<file path="src/hdl/ppc_pkg.sv">
package ppc_pkg;

   localparam int POS_W      = 12;
   localparam int SP_W       = 8;
   localparam int GAIN_W     = 16;
   localparam int DZ_W       = 4;
   localparam int LIM_W      = 7;
   localparam int OUT_W      = 8;
   localparam int CSR_IDX_W  = 3;
   localparam int CSR_DATA_W = 16;
   localparam int ERR_W      = 13;
   localparam int LAST_W     = 14;
   localparam int INTEG_W    = 18;
   localparam int MUL_A_W    = 17;
   localparam int MUL_B_W    = 18;
   localparam int PROD_W     = 35;
   localparam int SUM_W      = 32;
   localparam int CLAMP_W    = 24;
   localparam int FRAC_W     = 16;

   typedef logic [POS_W-1:0]      position_type;
   typedef logic [SP_W-1:0]       setpoint_type;
   typedef logic [GAIN_W-1:0]     gain_type;
   typedef logic [DZ_W-1:0]       deadzone_type;
   typedef logic [LIM_W-1:0]      limit_type;
   typedef logic signed [OUT_W-1:0] pulse_type;
   typedef logic [CSR_IDX_W-1:0]  csr_addr_type;
   typedef logic [CSR_DATA_W-1:0] csr_data_type;

   typedef enum logic [CSR_IDX_W-1:0] {
      CSR_SETPOINT = 3'd0,
      CSR_KP       = 3'd1,
      CSR_KI_DT    = 3'd2,
      CSR_KD_DT    = 3'd3,
      CSR_DEADZONE = 3'd4,
      CSR_WINDUP   = 3'd5,
      CSR_UPPER    = 3'd6,
      CSR_LOWER    = 3'd7
   } csr_index_type;

   localparam setpoint_type SETPOINT_LO  = 8'd30;
   localparam setpoint_type SETPOINT_HI  = 8'd130;
   localparam setpoint_type SETPOINT_RST = 8'd100;
   localparam gain_type     KP_RST       = 16'd3840;
   localparam gain_type     KI_DT_RST    = 16'd0;
   localparam gain_type     KD_DT_RST    = 16'd0;
   localparam deadzone_type DEADZONE_RST = 4'd2;
   localparam gain_type     WINDUP_RST   = 16'd38400;
   localparam limit_type    UPPER_RST    = 7'd40;
   localparam limit_type    LOWER_RST    = 7'd30;

   localparam logic signed [MUL_A_W-1:0] GRAVITY_NUM = 17'sd179;
   localparam logic signed [MUL_A_W-1:0] UNITY_NUM   = 17'sd256;

   localparam logic signed [MUL_B_W-1:0] PRESCALE_MAX = 18'sd65535;
   localparam logic signed [MUL_B_W-1:0] PRESCALE_MIN = -18'sd65536;

endpackage

</file>
<file path="src/hdl/pid_position_controller_core.sv">
// Channel   Direction  Ports                                   Handshake
// req       in         req_position_mm                         req_valid / req_ready
// rsp       out        rsp_pulse_adjust_us, rsp_saturated      rsp_valid / rsp_ready
// csr       in         csr_index, csr_wdata                    csr_we
//
// A transaction is accepted only in the idle step and passes through the P, I, D, WIND,
// SUM, SCALE and OUT steps to the result register on the single shared 17x18 multiplier,
// so no request is taken until idle. Reset is synchronous; it restores the configuration
// registers to their documented values and clears the integrator and last error.
// A waiting response does not block the next request, but the sequencer holds in its
// final step until the response register is free.
module pid_position_controller_core (
   input  logic                     clock,
   input  logic                     reset,
   input  logic                     req_valid,
   output logic                     req_ready,
   input  ppc_pkg::position_type    req_position_mm,
   output logic                     rsp_valid,
   input  logic                     rsp_ready,
   output ppc_pkg::pulse_type       rsp_pulse_adjust_us,
   output logic                     rsp_saturated,
   input  logic                     csr_we,
   input  ppc_pkg::csr_addr_type    csr_index,
   input  ppc_pkg::csr_data_type    csr_wdata
);
   import ppc_pkg::*;

   typedef enum logic [7:0] {
      ST_IDLE  = 8'b0000_0001,
      ST_P     = 8'b0000_0010,
      ST_I     = 8'b0000_0100,
      ST_D     = 8'b0000_1000,
      ST_WIND  = 8'b0001_0000,
      ST_SUM   = 8'b0010_0000,
      ST_SCALE = 8'b0100_0000,
      ST_OUT   = 8'b1000_0000
   } state_type;

   state_type state_ff, state_in;

   setpoint_type setpoint_ff, setpoint_in;
   gain_type     kp_ff, kp_in;
   gain_type     ki_ff, ki_in;
   gain_type     kd_ff, kd_in;
   deadzone_type deadzone_ff, deadzone_in;
   gain_type     windup_ff, windup_in;
   limit_type    upper_ff, upper_in;
   limit_type    lower_ff, lower_in;

   logic signed [INTEG_W-1:0] integral_ff, integral_in;
   logic signed [LAST_W-1:0]  last_error_ff, last_error_in;
   logic signed [ERR_W-1:0]   eff_ff, eff_in;
   logic signed [LAST_W-1:0]  diff_ff, diff_in;
   logic signed [PROD_W-1:0]  prod_ff, prod_in;
   logic signed [SUM_W-1:0]   sum_ff, sum_in;
   logic signed [SUM_W-1:0]   integ_ff, integ_in;

   logic                      rsp_valid_ff, rsp_valid_in;
   pulse_type                 pulse_ff, pulse_in;
   logic                      sat_ff, sat_in;

   logic signed [ERR_W-1:0]   err;
   logic signed [ERR_W-1:0]   err_mag;
   logic signed [LAST_W-1:0]  err_ext;
   logic signed [MUL_A_W-1:0] mul_a;
   logic signed [MUL_B_W-1:0] mul_b;
   logic signed [PROD_W-1:0]  mul_p;
   logic signed [MUL_B_W-1:0] sum_pre;
   logic signed [SUM_W-1:0]   prod_low;
   logic signed [SUM_W-1:0]   wl_pos;
   logic signed [SUM_W-1:0]   wl_neg;
   logic signed [PROD_W-1:0]  out_hi;
   logic signed [PROD_W-1:0]  out_lo;
   logic signed [PROD_W-1:0]  clamped;
   logic signed [CLAMP_W-1:0] clamped_nar;
   logic signed [CLAMP_W-1:0] clamped_mag;
   logic                      out_free;
   logic                      accept;

   assign req_ready           = (state_ff == ST_IDLE);
   assign accept              = req_valid && req_ready;
   assign rsp_valid           = rsp_valid_ff;
   assign rsp_pulse_adjust_us = pulse_ff;
   assign rsp_saturated       = sat_ff;
   assign out_free            = !rsp_valid_ff || rsp_ready;

   assign err     = $signed({{(ERR_W-SP_W){1'b0}}, setpoint_ff})
                  - $signed({{(ERR_W-POS_W){1'b0}}, req_position_mm});
   assign err_mag = err[ERR_W-1] ? -err : err;
   assign err_ext = {err[ERR_W-1], err};

   assign prod_low = prod_ff[SUM_W-1:0];
   assign wl_pos   = $signed({{(SUM_W-GAIN_W){1'b0}}, windup_ff});
   assign wl_neg   = -wl_pos;
   assign out_hi   = $signed({{(PROD_W-LIM_W-FRAC_W){1'b0}}, upper_ff, {FRAC_W{1'b0}}});
   assign out_lo   = -$signed({{(PROD_W-LIM_W-FRAC_W){1'b0}}, lower_ff, {FRAC_W{1'b0}}});

   always_comb begin
      if (sum_ff > SUM_W'(PRESCALE_MAX)) begin
         sum_pre = PRESCALE_MAX;
      end else if (sum_ff < SUM_W'(PRESCALE_MIN)) begin
         sum_pre = PRESCALE_MIN;
      end else begin
         sum_pre = sum_ff[MUL_B_W-1:0];
      end
   end

   always_comb begin
      case (state_ff)
         ST_P: begin
            mul_a = $signed({1'b0, kp_ff});
            mul_b = MUL_B_W'(eff_ff);
         end
         ST_I: begin
            mul_a = $signed({1'b0, ki_ff});
            mul_b = MUL_B_W'(eff_ff);
         end
         ST_D: begin
            mul_a = $signed({1'b0, kd_ff});
            mul_b = MUL_B_W'(diff_ff);
         end
         ST_SCALE: begin
            mul_a = sum_ff[SUM_W-1] ? GRAVITY_NUM : UNITY_NUM;
            mul_b = sum_pre;
         end
         default: begin
            mul_a = '0;
            mul_b = '0;
         end
      endcase
   end

   assign mul_p = mul_a * mul_b;

   always_comb begin
      if (prod_ff > out_hi) begin
         clamped = out_hi;
      end else if (prod_ff < out_lo) begin
         clamped = out_lo;
      end else begin
         clamped = prod_ff;
      end
   end

   assign clamped_nar = clamped[CLAMP_W-1:0];
   assign clamped_mag = -clamped_nar;

   always_comb begin
      setpoint_in   = setpoint_ff;
      kp_in         = kp_ff;
      ki_in         = ki_ff;
      kd_in         = kd_ff;
      deadzone_in   = deadzone_ff;
      windup_in     = windup_ff;
      upper_in      = upper_ff;
      lower_in      = lower_ff;
      state_in      = state_ff;
      integral_in   = integral_ff;
      last_error_in = last_error_ff;
      eff_in        = eff_ff;
      diff_in       = diff_ff;
      prod_in       = prod_ff;
      sum_in        = sum_ff;
      integ_in      = integ_ff;
      rsp_valid_in  = rsp_valid_ff && !rsp_ready;
      pulse_in      = pulse_ff;
      sat_in        = sat_ff;

      if (csr_we) begin
         case (csr_index)
            CSR_SETPOINT: begin
               if (csr_wdata[SP_W-1:0] < SETPOINT_LO) begin
                  setpoint_in = SETPOINT_LO;
               end else if (csr_wdata[SP_W-1:0] > SETPOINT_HI) begin
                  setpoint_in = SETPOINT_HI;
               end else begin
                  setpoint_in = csr_wdata[SP_W-1:0];
               end
            end
            CSR_KP:       kp_in       = csr_wdata[GAIN_W-1:0];
            CSR_KI_DT:    ki_in       = csr_wdata[GAIN_W-1:0];
            CSR_KD_DT:    kd_in       = csr_wdata[GAIN_W-1:0];
            CSR_DEADZONE: deadzone_in = csr_wdata[DZ_W-1:0];
            CSR_WINDUP:   windup_in   = csr_wdata[GAIN_W-1:0];
            CSR_UPPER:    upper_in    = csr_wdata[LIM_W-1:0];
            CSR_LOWER:    lower_in    = csr_wdata[LIM_W-1:0];
            default: begin
            end
         endcase
      end

      case (state_ff)
         ST_IDLE: begin
            if (accept) begin
               if (err_mag < $signed({{(ERR_W-DZ_W){1'b0}}, deadzone_ff})) begin
                  eff_in = '0;
               end else begin
                  eff_in = err;
               end
               diff_in       = err_ext - last_error_ff;
               last_error_in = err_ext;
               state_in      = ST_P;
            end
         end
         ST_P: begin
            prod_in  = mul_p;
            state_in = ST_I;
         end
         ST_I: begin
            prod_in  = mul_p;
            sum_in   = prod_low;
            state_in = ST_D;
         end
         ST_D: begin
            prod_in  = mul_p;
            integ_in = SUM_W'(integral_ff) + prod_low;
            state_in = ST_WIND;
         end
         ST_WIND: begin
            sum_in = sum_ff + prod_low;
            if (integ_ff > wl_pos) begin
               integral_in = wl_pos[INTEG_W-1:0];
            end else if (integ_ff < wl_neg) begin
               integral_in = wl_neg[INTEG_W-1:0];
            end else begin
               integral_in = integ_ff[INTEG_W-1:0];
            end
            state_in = ST_SUM;
         end
         ST_SUM: begin
            sum_in   = sum_ff + SUM_W'(integral_ff);
            state_in = ST_SCALE;
         end
         ST_SCALE: begin
            prod_in  = mul_p;
            state_in = ST_OUT;
         end
         ST_OUT: begin
            if (out_free) begin
               rsp_valid_in = 1'b1;
               sat_in       = (prod_ff > out_hi) || (prod_ff < out_lo);
               if (clamped_nar[CLAMP_W-1]) begin
                  pulse_in = clamped_mag[CLAMP_W-1:FRAC_W];
               end else begin
                  pulse_in = -$signed(clamped_nar[CLAMP_W-1:FRAC_W]);
               end
               state_in = ST_IDLE;
            end
         end
         default: begin
            state_in = ST_IDLE;
         end
      endcase
   end

   always_ff @(posedge clock) begin
      if (reset) begin
         state_ff      <= ST_IDLE;
         setpoint_ff   <= SETPOINT_RST;
         kp_ff         <= KP_RST;
         ki_ff         <= KI_DT_RST;
         kd_ff         <= KD_DT_RST;
         deadzone_ff   <= DEADZONE_RST;
         windup_ff     <= WINDUP_RST;
         upper_ff      <= UPPER_RST;
         lower_ff      <= LOWER_RST;
         integral_ff   <= '0;
         last_error_ff <= '0;
         rsp_valid_ff  <= 1'b0;
      end else begin
         state_ff      <= state_in;
         setpoint_ff   <= setpoint_in;
         kp_ff         <= kp_in;
         ki_ff         <= ki_in;
         kd_ff         <= kd_in;
         deadzone_ff   <= deadzone_in;
         windup_ff     <= windup_in;
         upper_ff      <= upper_in;
         lower_ff      <= lower_in;
         integral_ff   <= integral_in;
         last_error_ff <= last_error_in;
         rsp_valid_ff  <= rsp_valid_in;
      end
   end

   always_ff @(posedge clock) begin
      eff_ff   <= eff_in;
      diff_ff  <= diff_in;
      prod_ff  <= prod_in;
      sum_ff   <= sum_in;
      integ_ff <= integ_in;
      pulse_ff <= pulse_in;
      sat_ff   <= sat_in;
   end

endmodule

</file>
<file path="config.mk">
export PLATFORM = sky130hd
export DESIGN_NAME = pid_position_controller_core
export DESIGN_NICKNAME = d
export VERILOG_FILES = /design/src/hdl/ppc_pkg.sv /design/src/hdl/pid_position_controller_core.sv
export SDC_FILE = /design/constraint.sdc
export NUM_CORES = 2
export LEC_CHECK = 0
export BUFFER_PORTS_ARGS = -buffer_cell sky130_fd_sc_hd__buf_4
export CAP_MARGIN = 20
export CORE_ASPECT_RATIO = 1.4
export CORE_MARGIN = 4
export CORE_UTILIZATION = 45
export CTS_CLUSTER_SIZE = 20
export DETAILED_ROUTE_END_ITERATION = 8
export GPL_TIMING_DRIVEN = 1
export PLACE_DENSITY = 0.71
export SYNTH_ARGS = -nofsm -noshare
export SYNTH_HDL_FRONTEND = slang
export SYNTH_SLANG_ARGS = --single-unit
</file>
<file path="constraint.sdc">
create_clock -name clock -period 20.8 [get_ports clock]
set_clock_uncertainty 0.05 [all_clocks]
set_input_delay 1.04 -clock clock [delete_from_list [all_inputs] [get_ports clock]]
set_output_delay 1.04 -clock clock [all_outputs]
set_load 0.02 [all_outputs]
</file>
# After elaboration in Yosys (flattened, before gate mapping)
# Cells that the tools add are included.
# totals
in_bits,36
register_bits,265
# classes
n_eq_ne,17
n_addsub,10
order_cmp,9
n_reduce_logical,21
mux,19
multipliers,1
# ops
op,n
32-bit one-hot mux with 3 select lines,1
18-bit two-way mux,4
16-bit one-hot mux with 4 select lines,1
8-bit one-hot mux with 8 select lines,1
18-bit one-hot mux with 3 select lines,1
24-bit two-way mux,2
8-bit two-way mux,5
35-bit by 24-bit > comparator with 1-bit output,1
35-bit less-than comparator,1
17-bit by 18-bit multiplier with 35-bit output,1
23-bit negation with 35-bit output,1
18-bit by 32-bit adder with 32-bit output,1
32-bit by 18-bit adder with 32-bit output,1
32-bit adder,1
32-bit by 17-bit > comparator with 1-bit output,1
32-bit by 17-bit > comparator with 1-bit output (second input constant),1
32-bit by 17-bit less-than comparator with 1-bit output (second input constant),1
32-bit less-than comparator,1
16-bit negation with 32-bit output,1
24-bit negation,1
2-bit AND reduction,11
13-bit by 13-bit subtractor with 14-bit output,1
13-bit by 5-bit less-than comparator with 1-bit output,1
13-bit two-way mux,1
other kinds (27),35

# Depth between registers and ports, before layout
# depth
depth_word,6
mapped_depth,31
mapped_depth_nobuf,29

# Worst setup path after synthesis
# Ideal clock, no wire load.
# synth_timing
path_type,register -> register
start,register state_ff[6]
end,"register prod_ff[30], data pin"
arrival_time_ns,8.540
n_path_buf,3
stages_incl_launch_ff,30
path_slack_ns,12.015
required_ns,20.555
cell_sequence,dfxtp_1 > nor2_1 > nand3_1 > nor3b_1 > clkbuf_1 > clkbuf_1 > nand2_1 > nand2_1 > clkbuf_1 > nand2_1 > fa_1 > inv_1 > fa_1 > inv_1 > fa_1 > inv_1 > fa_1 > fa_1 > inv_1 > fa_1 > inv_1 > ha_1 > a21oi_1 > o21ai_0 > a21o_1 > o2111ai_1 > a311oi_1 > o31ai_1 > or4b_2 > o311ai_0
# synth_between
elab_chain_len,4
elab_cells_between_ends,8
# synth_lines
element,line_no,text
"start, declared",pid_position_controller_core.sv:39,"state_type state_ff, state_in;"
"start signal, assigned",pid_position_controller_core.sv:271,state_ff <= state_in;
8-bit by 3-bit == test with 1-bit output / 8-bit by 2-bit == test with 1-bit output (equally long branches),pid_position_controller_core.sv:109,case (state_ff)
2-bit OR reduction (no line),--,
18-bit one-hot mux with 3 select lines,pid_position_controller_core.sv:109,
17-bit by 18-bit multiplier with 35-bit output (*),pid_position_controller_core.sv:133,assign mul_p = mul_a * mul_b;
via mul_p[30],pid_position_controller_core.sv:67,logic signed [PROD_W-1:0] mul_p;
"end signal, assigned",pid_position_controller_core.sv:289,prod_ff <= prod_in;
"end, declared",pid_position_controller_core.sv:54,"logic signed [PROD_W-1:0] prod_ff, prod_in;"
# The timed path passes the listed nets; every way through them passes the cells marked *.
# A chain may end at the register's enable or synchronous reset.

# Worst setup path in the final report
# layout_timing
start,register state_ff[3]
end,"register prod_ff[30], data pin"
# The elaborated chain is that of the path after synthesis.

==> metrics <==
outcome complete, no violations; CTS root buffer clkbuf_16; via count 22.71k; I/O Buffers 46; GR met1 Demand/Resource 25.69%; YS warnings 0; Clock transition at path regs 70 ps; Vias per Instance 5.523; CP Launch Type flop; most common cell after layout, fill and taps aside inv_1; initial antenna violation count 0; ys flop type edfxtp_1; Critical Path End Type flop; share of layout cells above drive strength 1 5.721%; clk buf depth 3; final hold vios 0; H-tree Lvls 1; clk sink count 265; final net count 3853; max-slew violation count 0; Iteration-0 DRC Markers 1378; CTS Buf Count 26; Leakage 0.01382 uW; RSZ-0062 raised after global routing no; register area share after synthesis 23.52%; total track usage 22.95%; most frequent cells in the layout 505 x inv_1, 417 x nand2_1, 340 x nor2_1; Most Crowded Layer GR met2; TritonRoute pass-1 iters 6; fin crit period 9510 ps; drt drc 0; Final Instance Count excl. Fillers 4111; final core occ 49.09%; Placer Congestion 0.9487; # setup viols final 0; min-delay worst type reg2reg; Die Span X 220.0 um; Ports 47; Yosys cell types 78; GRT met2 Usage 40.38%; EDFF count, synth 135; largest net degree at the start of global routing 87; vias in the first global route 23.39k; Max Cap Violations 0; kind of critical path reg2reg; first-pass GRT wire length 123.1 mm; grt total ovfl 0; Avg WL per Cell 18.42 um; Fillers 5812; final WL 75.73 mm; area growth from synthesis to layout 7.807%; total core area 62160 um^2; die area 67030 um^2; cts hold-fix bufs 0; Peak Freq 0.1052 GHz; Worst-Skew Late Latency 560 ps; pre-CTS setup slack 11460 ps; hold slack final 405.8 ps; cell area after synthesis 28300 um^2; post-route clock period utilization 45.72%; ant diodes 0; Global Route met3 Usage 2.731%; Req. time, crit path 21030 ps; power per cell area 40.92 nW/um^2; CP arrival 9740 ps; PnR worst setup slack 11290 ps; syn_nets 3850; Rel. slew slack 28.17%; DP Wirelength 61.87 mm; Max VDD drop 34.25 uV; total negative setup slack 0 ps; count of mapped cells out of synthesis 3263; Initial Utilization 45.53%; asr flop ratio synth 0%; # rows 108; # placed instances 4063; post-CTS repair timing setup buffer count 0; Worst-Margin Slew 1078 ps; Critical Path Fanout Max 20; CTS tree yes; synthesized flop and latch total 265; # resized after CTS 0; syn avg cell area 8.674 um^2; die height 304.7 um; Final ANT Viol Nets 0
==> routing by layer <==
metal / vias to the layer above / part of all wire (%)
met2: 644 / 50
li1: 10890 / -
met1: 10890 / 37
met4: 0 / 8.6
met5: - / 0
met3: 280 / 4.7
==> layout make-up <==
type	count	area (um^2)	share of cell area, %
Clock inverter	19	200.2	0.6561
Inverter	507	1903	6.237
Tap cell	825	1032	3.383
Clock buffer	29	725.7	2.378
Multi-Input combinational cell	2384	19370	63.49
Sequential cell	265	6656	21.81
Timing Repair Buffer	82	623.1	2.042
==> synthesized netlist by cell type (15+ instances only) <==
cell      instances  area share, %
nor3_1           49           0.87
edfxtp_1        135             14
a221oi_1         17           0.53
clkbuf_1         95            1.3
fa_1            297             21
mux2i_1          17           0.60
o21a_1           36           0.95
nand2_1         418            5.5
mux2_2           21           0.84
xnor2_1          94            2.9
a211oi_1         23           0.61
nand4_1          24           0.53
a21oi_1         207            3.7
xor2_1           31           0.96
nand3b_1         15           0.40
o211ai_1         22           0.58
a21o_1           61            1.6
ha_1            254             11
o21bai_1         15           0.40
nand3_1          38           0.67
and2_1           24           0.53
inv_1           505            6.7
nand2b_1         18           0.40
nor4_1           21           0.46
nor2_1          340            4.5
o21ai_0          99            1.8
nor2b_1          23           0.51
dfxtp_1         130            9.2
==> flip-flops by register name (all words and copies together), names as in the netlist, 13 cells and up <==
signal / cells
prod_ff: 35
windup_ff: 16
ki_ff: 16
kd_ff: 16
integ_ff: 32
last_error_ff: 13
integral_ff: 18
eff_ff: 13
sum_ff: 32
kp_ff: 16
diff_ff: 14
==> metrics by stage <==
step / area, um^2 / total power [uW]
final: 30510 / 1249
after global routing: 30510 / 1302
after CTS: 30510 / 1259
after detailed placement: 29590 / 759.5
after global placement: 29560 / 757.1
after floorplan: 28300 / 708.1
==> critical path: stages, from the launching register on <==
cell and delay, ps:
dfxtp_1 360, nor4_1 690, and4b_1 780, or2_2 480
a22oi_1 330, o31a_1 380, nor2_1 360, inv_1 100
fa_1 530, fa_1 430, fa_1 510, inv_1 50
fa_1 480, fa_1 550, inv_1 60, fa_1 520
inv_1 40, ha_1 320, nand2_1 100, a2111oi_0 800
o2111ai_1 320, a311oi_1 480, o31ai_1 150, or4b_2 220
o311ai_0 110
==> report_power, final <==
| part | switching (uW) | total, uW | internal [uW] |
|---|---|---|---|
| Clock | 218 | 499 | 281 |
| Combinational | 104 | 167 | 62.9 |
| Sequential | 11.7 | 583 | 571 |
==> logic make-up (layout without fill, tap and decap cells) <==
logic type	after synthesis	after routing	share of synthesized area, %
xor gates and xnor gates	125	125	3.868
adders and majority gates	551	551	32.24
buffers and inverters	614	637	8.191
muxes	38	38	1.437
AOI/OAI and AO/OA	633	633	14.61
and+or+nand+nor	1037	1037	16.14
DFF	265	265	23.52
==> final timing paths <==
path / startpoint / end / slack [ps] / cells after the start
max reg2reg: state_ff[3]$_SDFFE_PP0P_ / prod_ff[30]$_DFFE_PN_ / 11290 / 24
min: last_error_ff[3]$_SDFFE_PP0P_ / last_error_ff[3]$_SDFFE_PP0P_ / 410 / 2
min reg2reg: last_error_ff[3]$_SDFFE_PP0P_ / last_error_ff[3]$_SDFFE_PP0P_ / 410 / 2
max: state_ff[3]$_SDFFE_PP0P_ / prod_ff[30]$_DFFE_PN_ / 11290 / 24
Note: power is estimated with default switching activity, not from simulation.
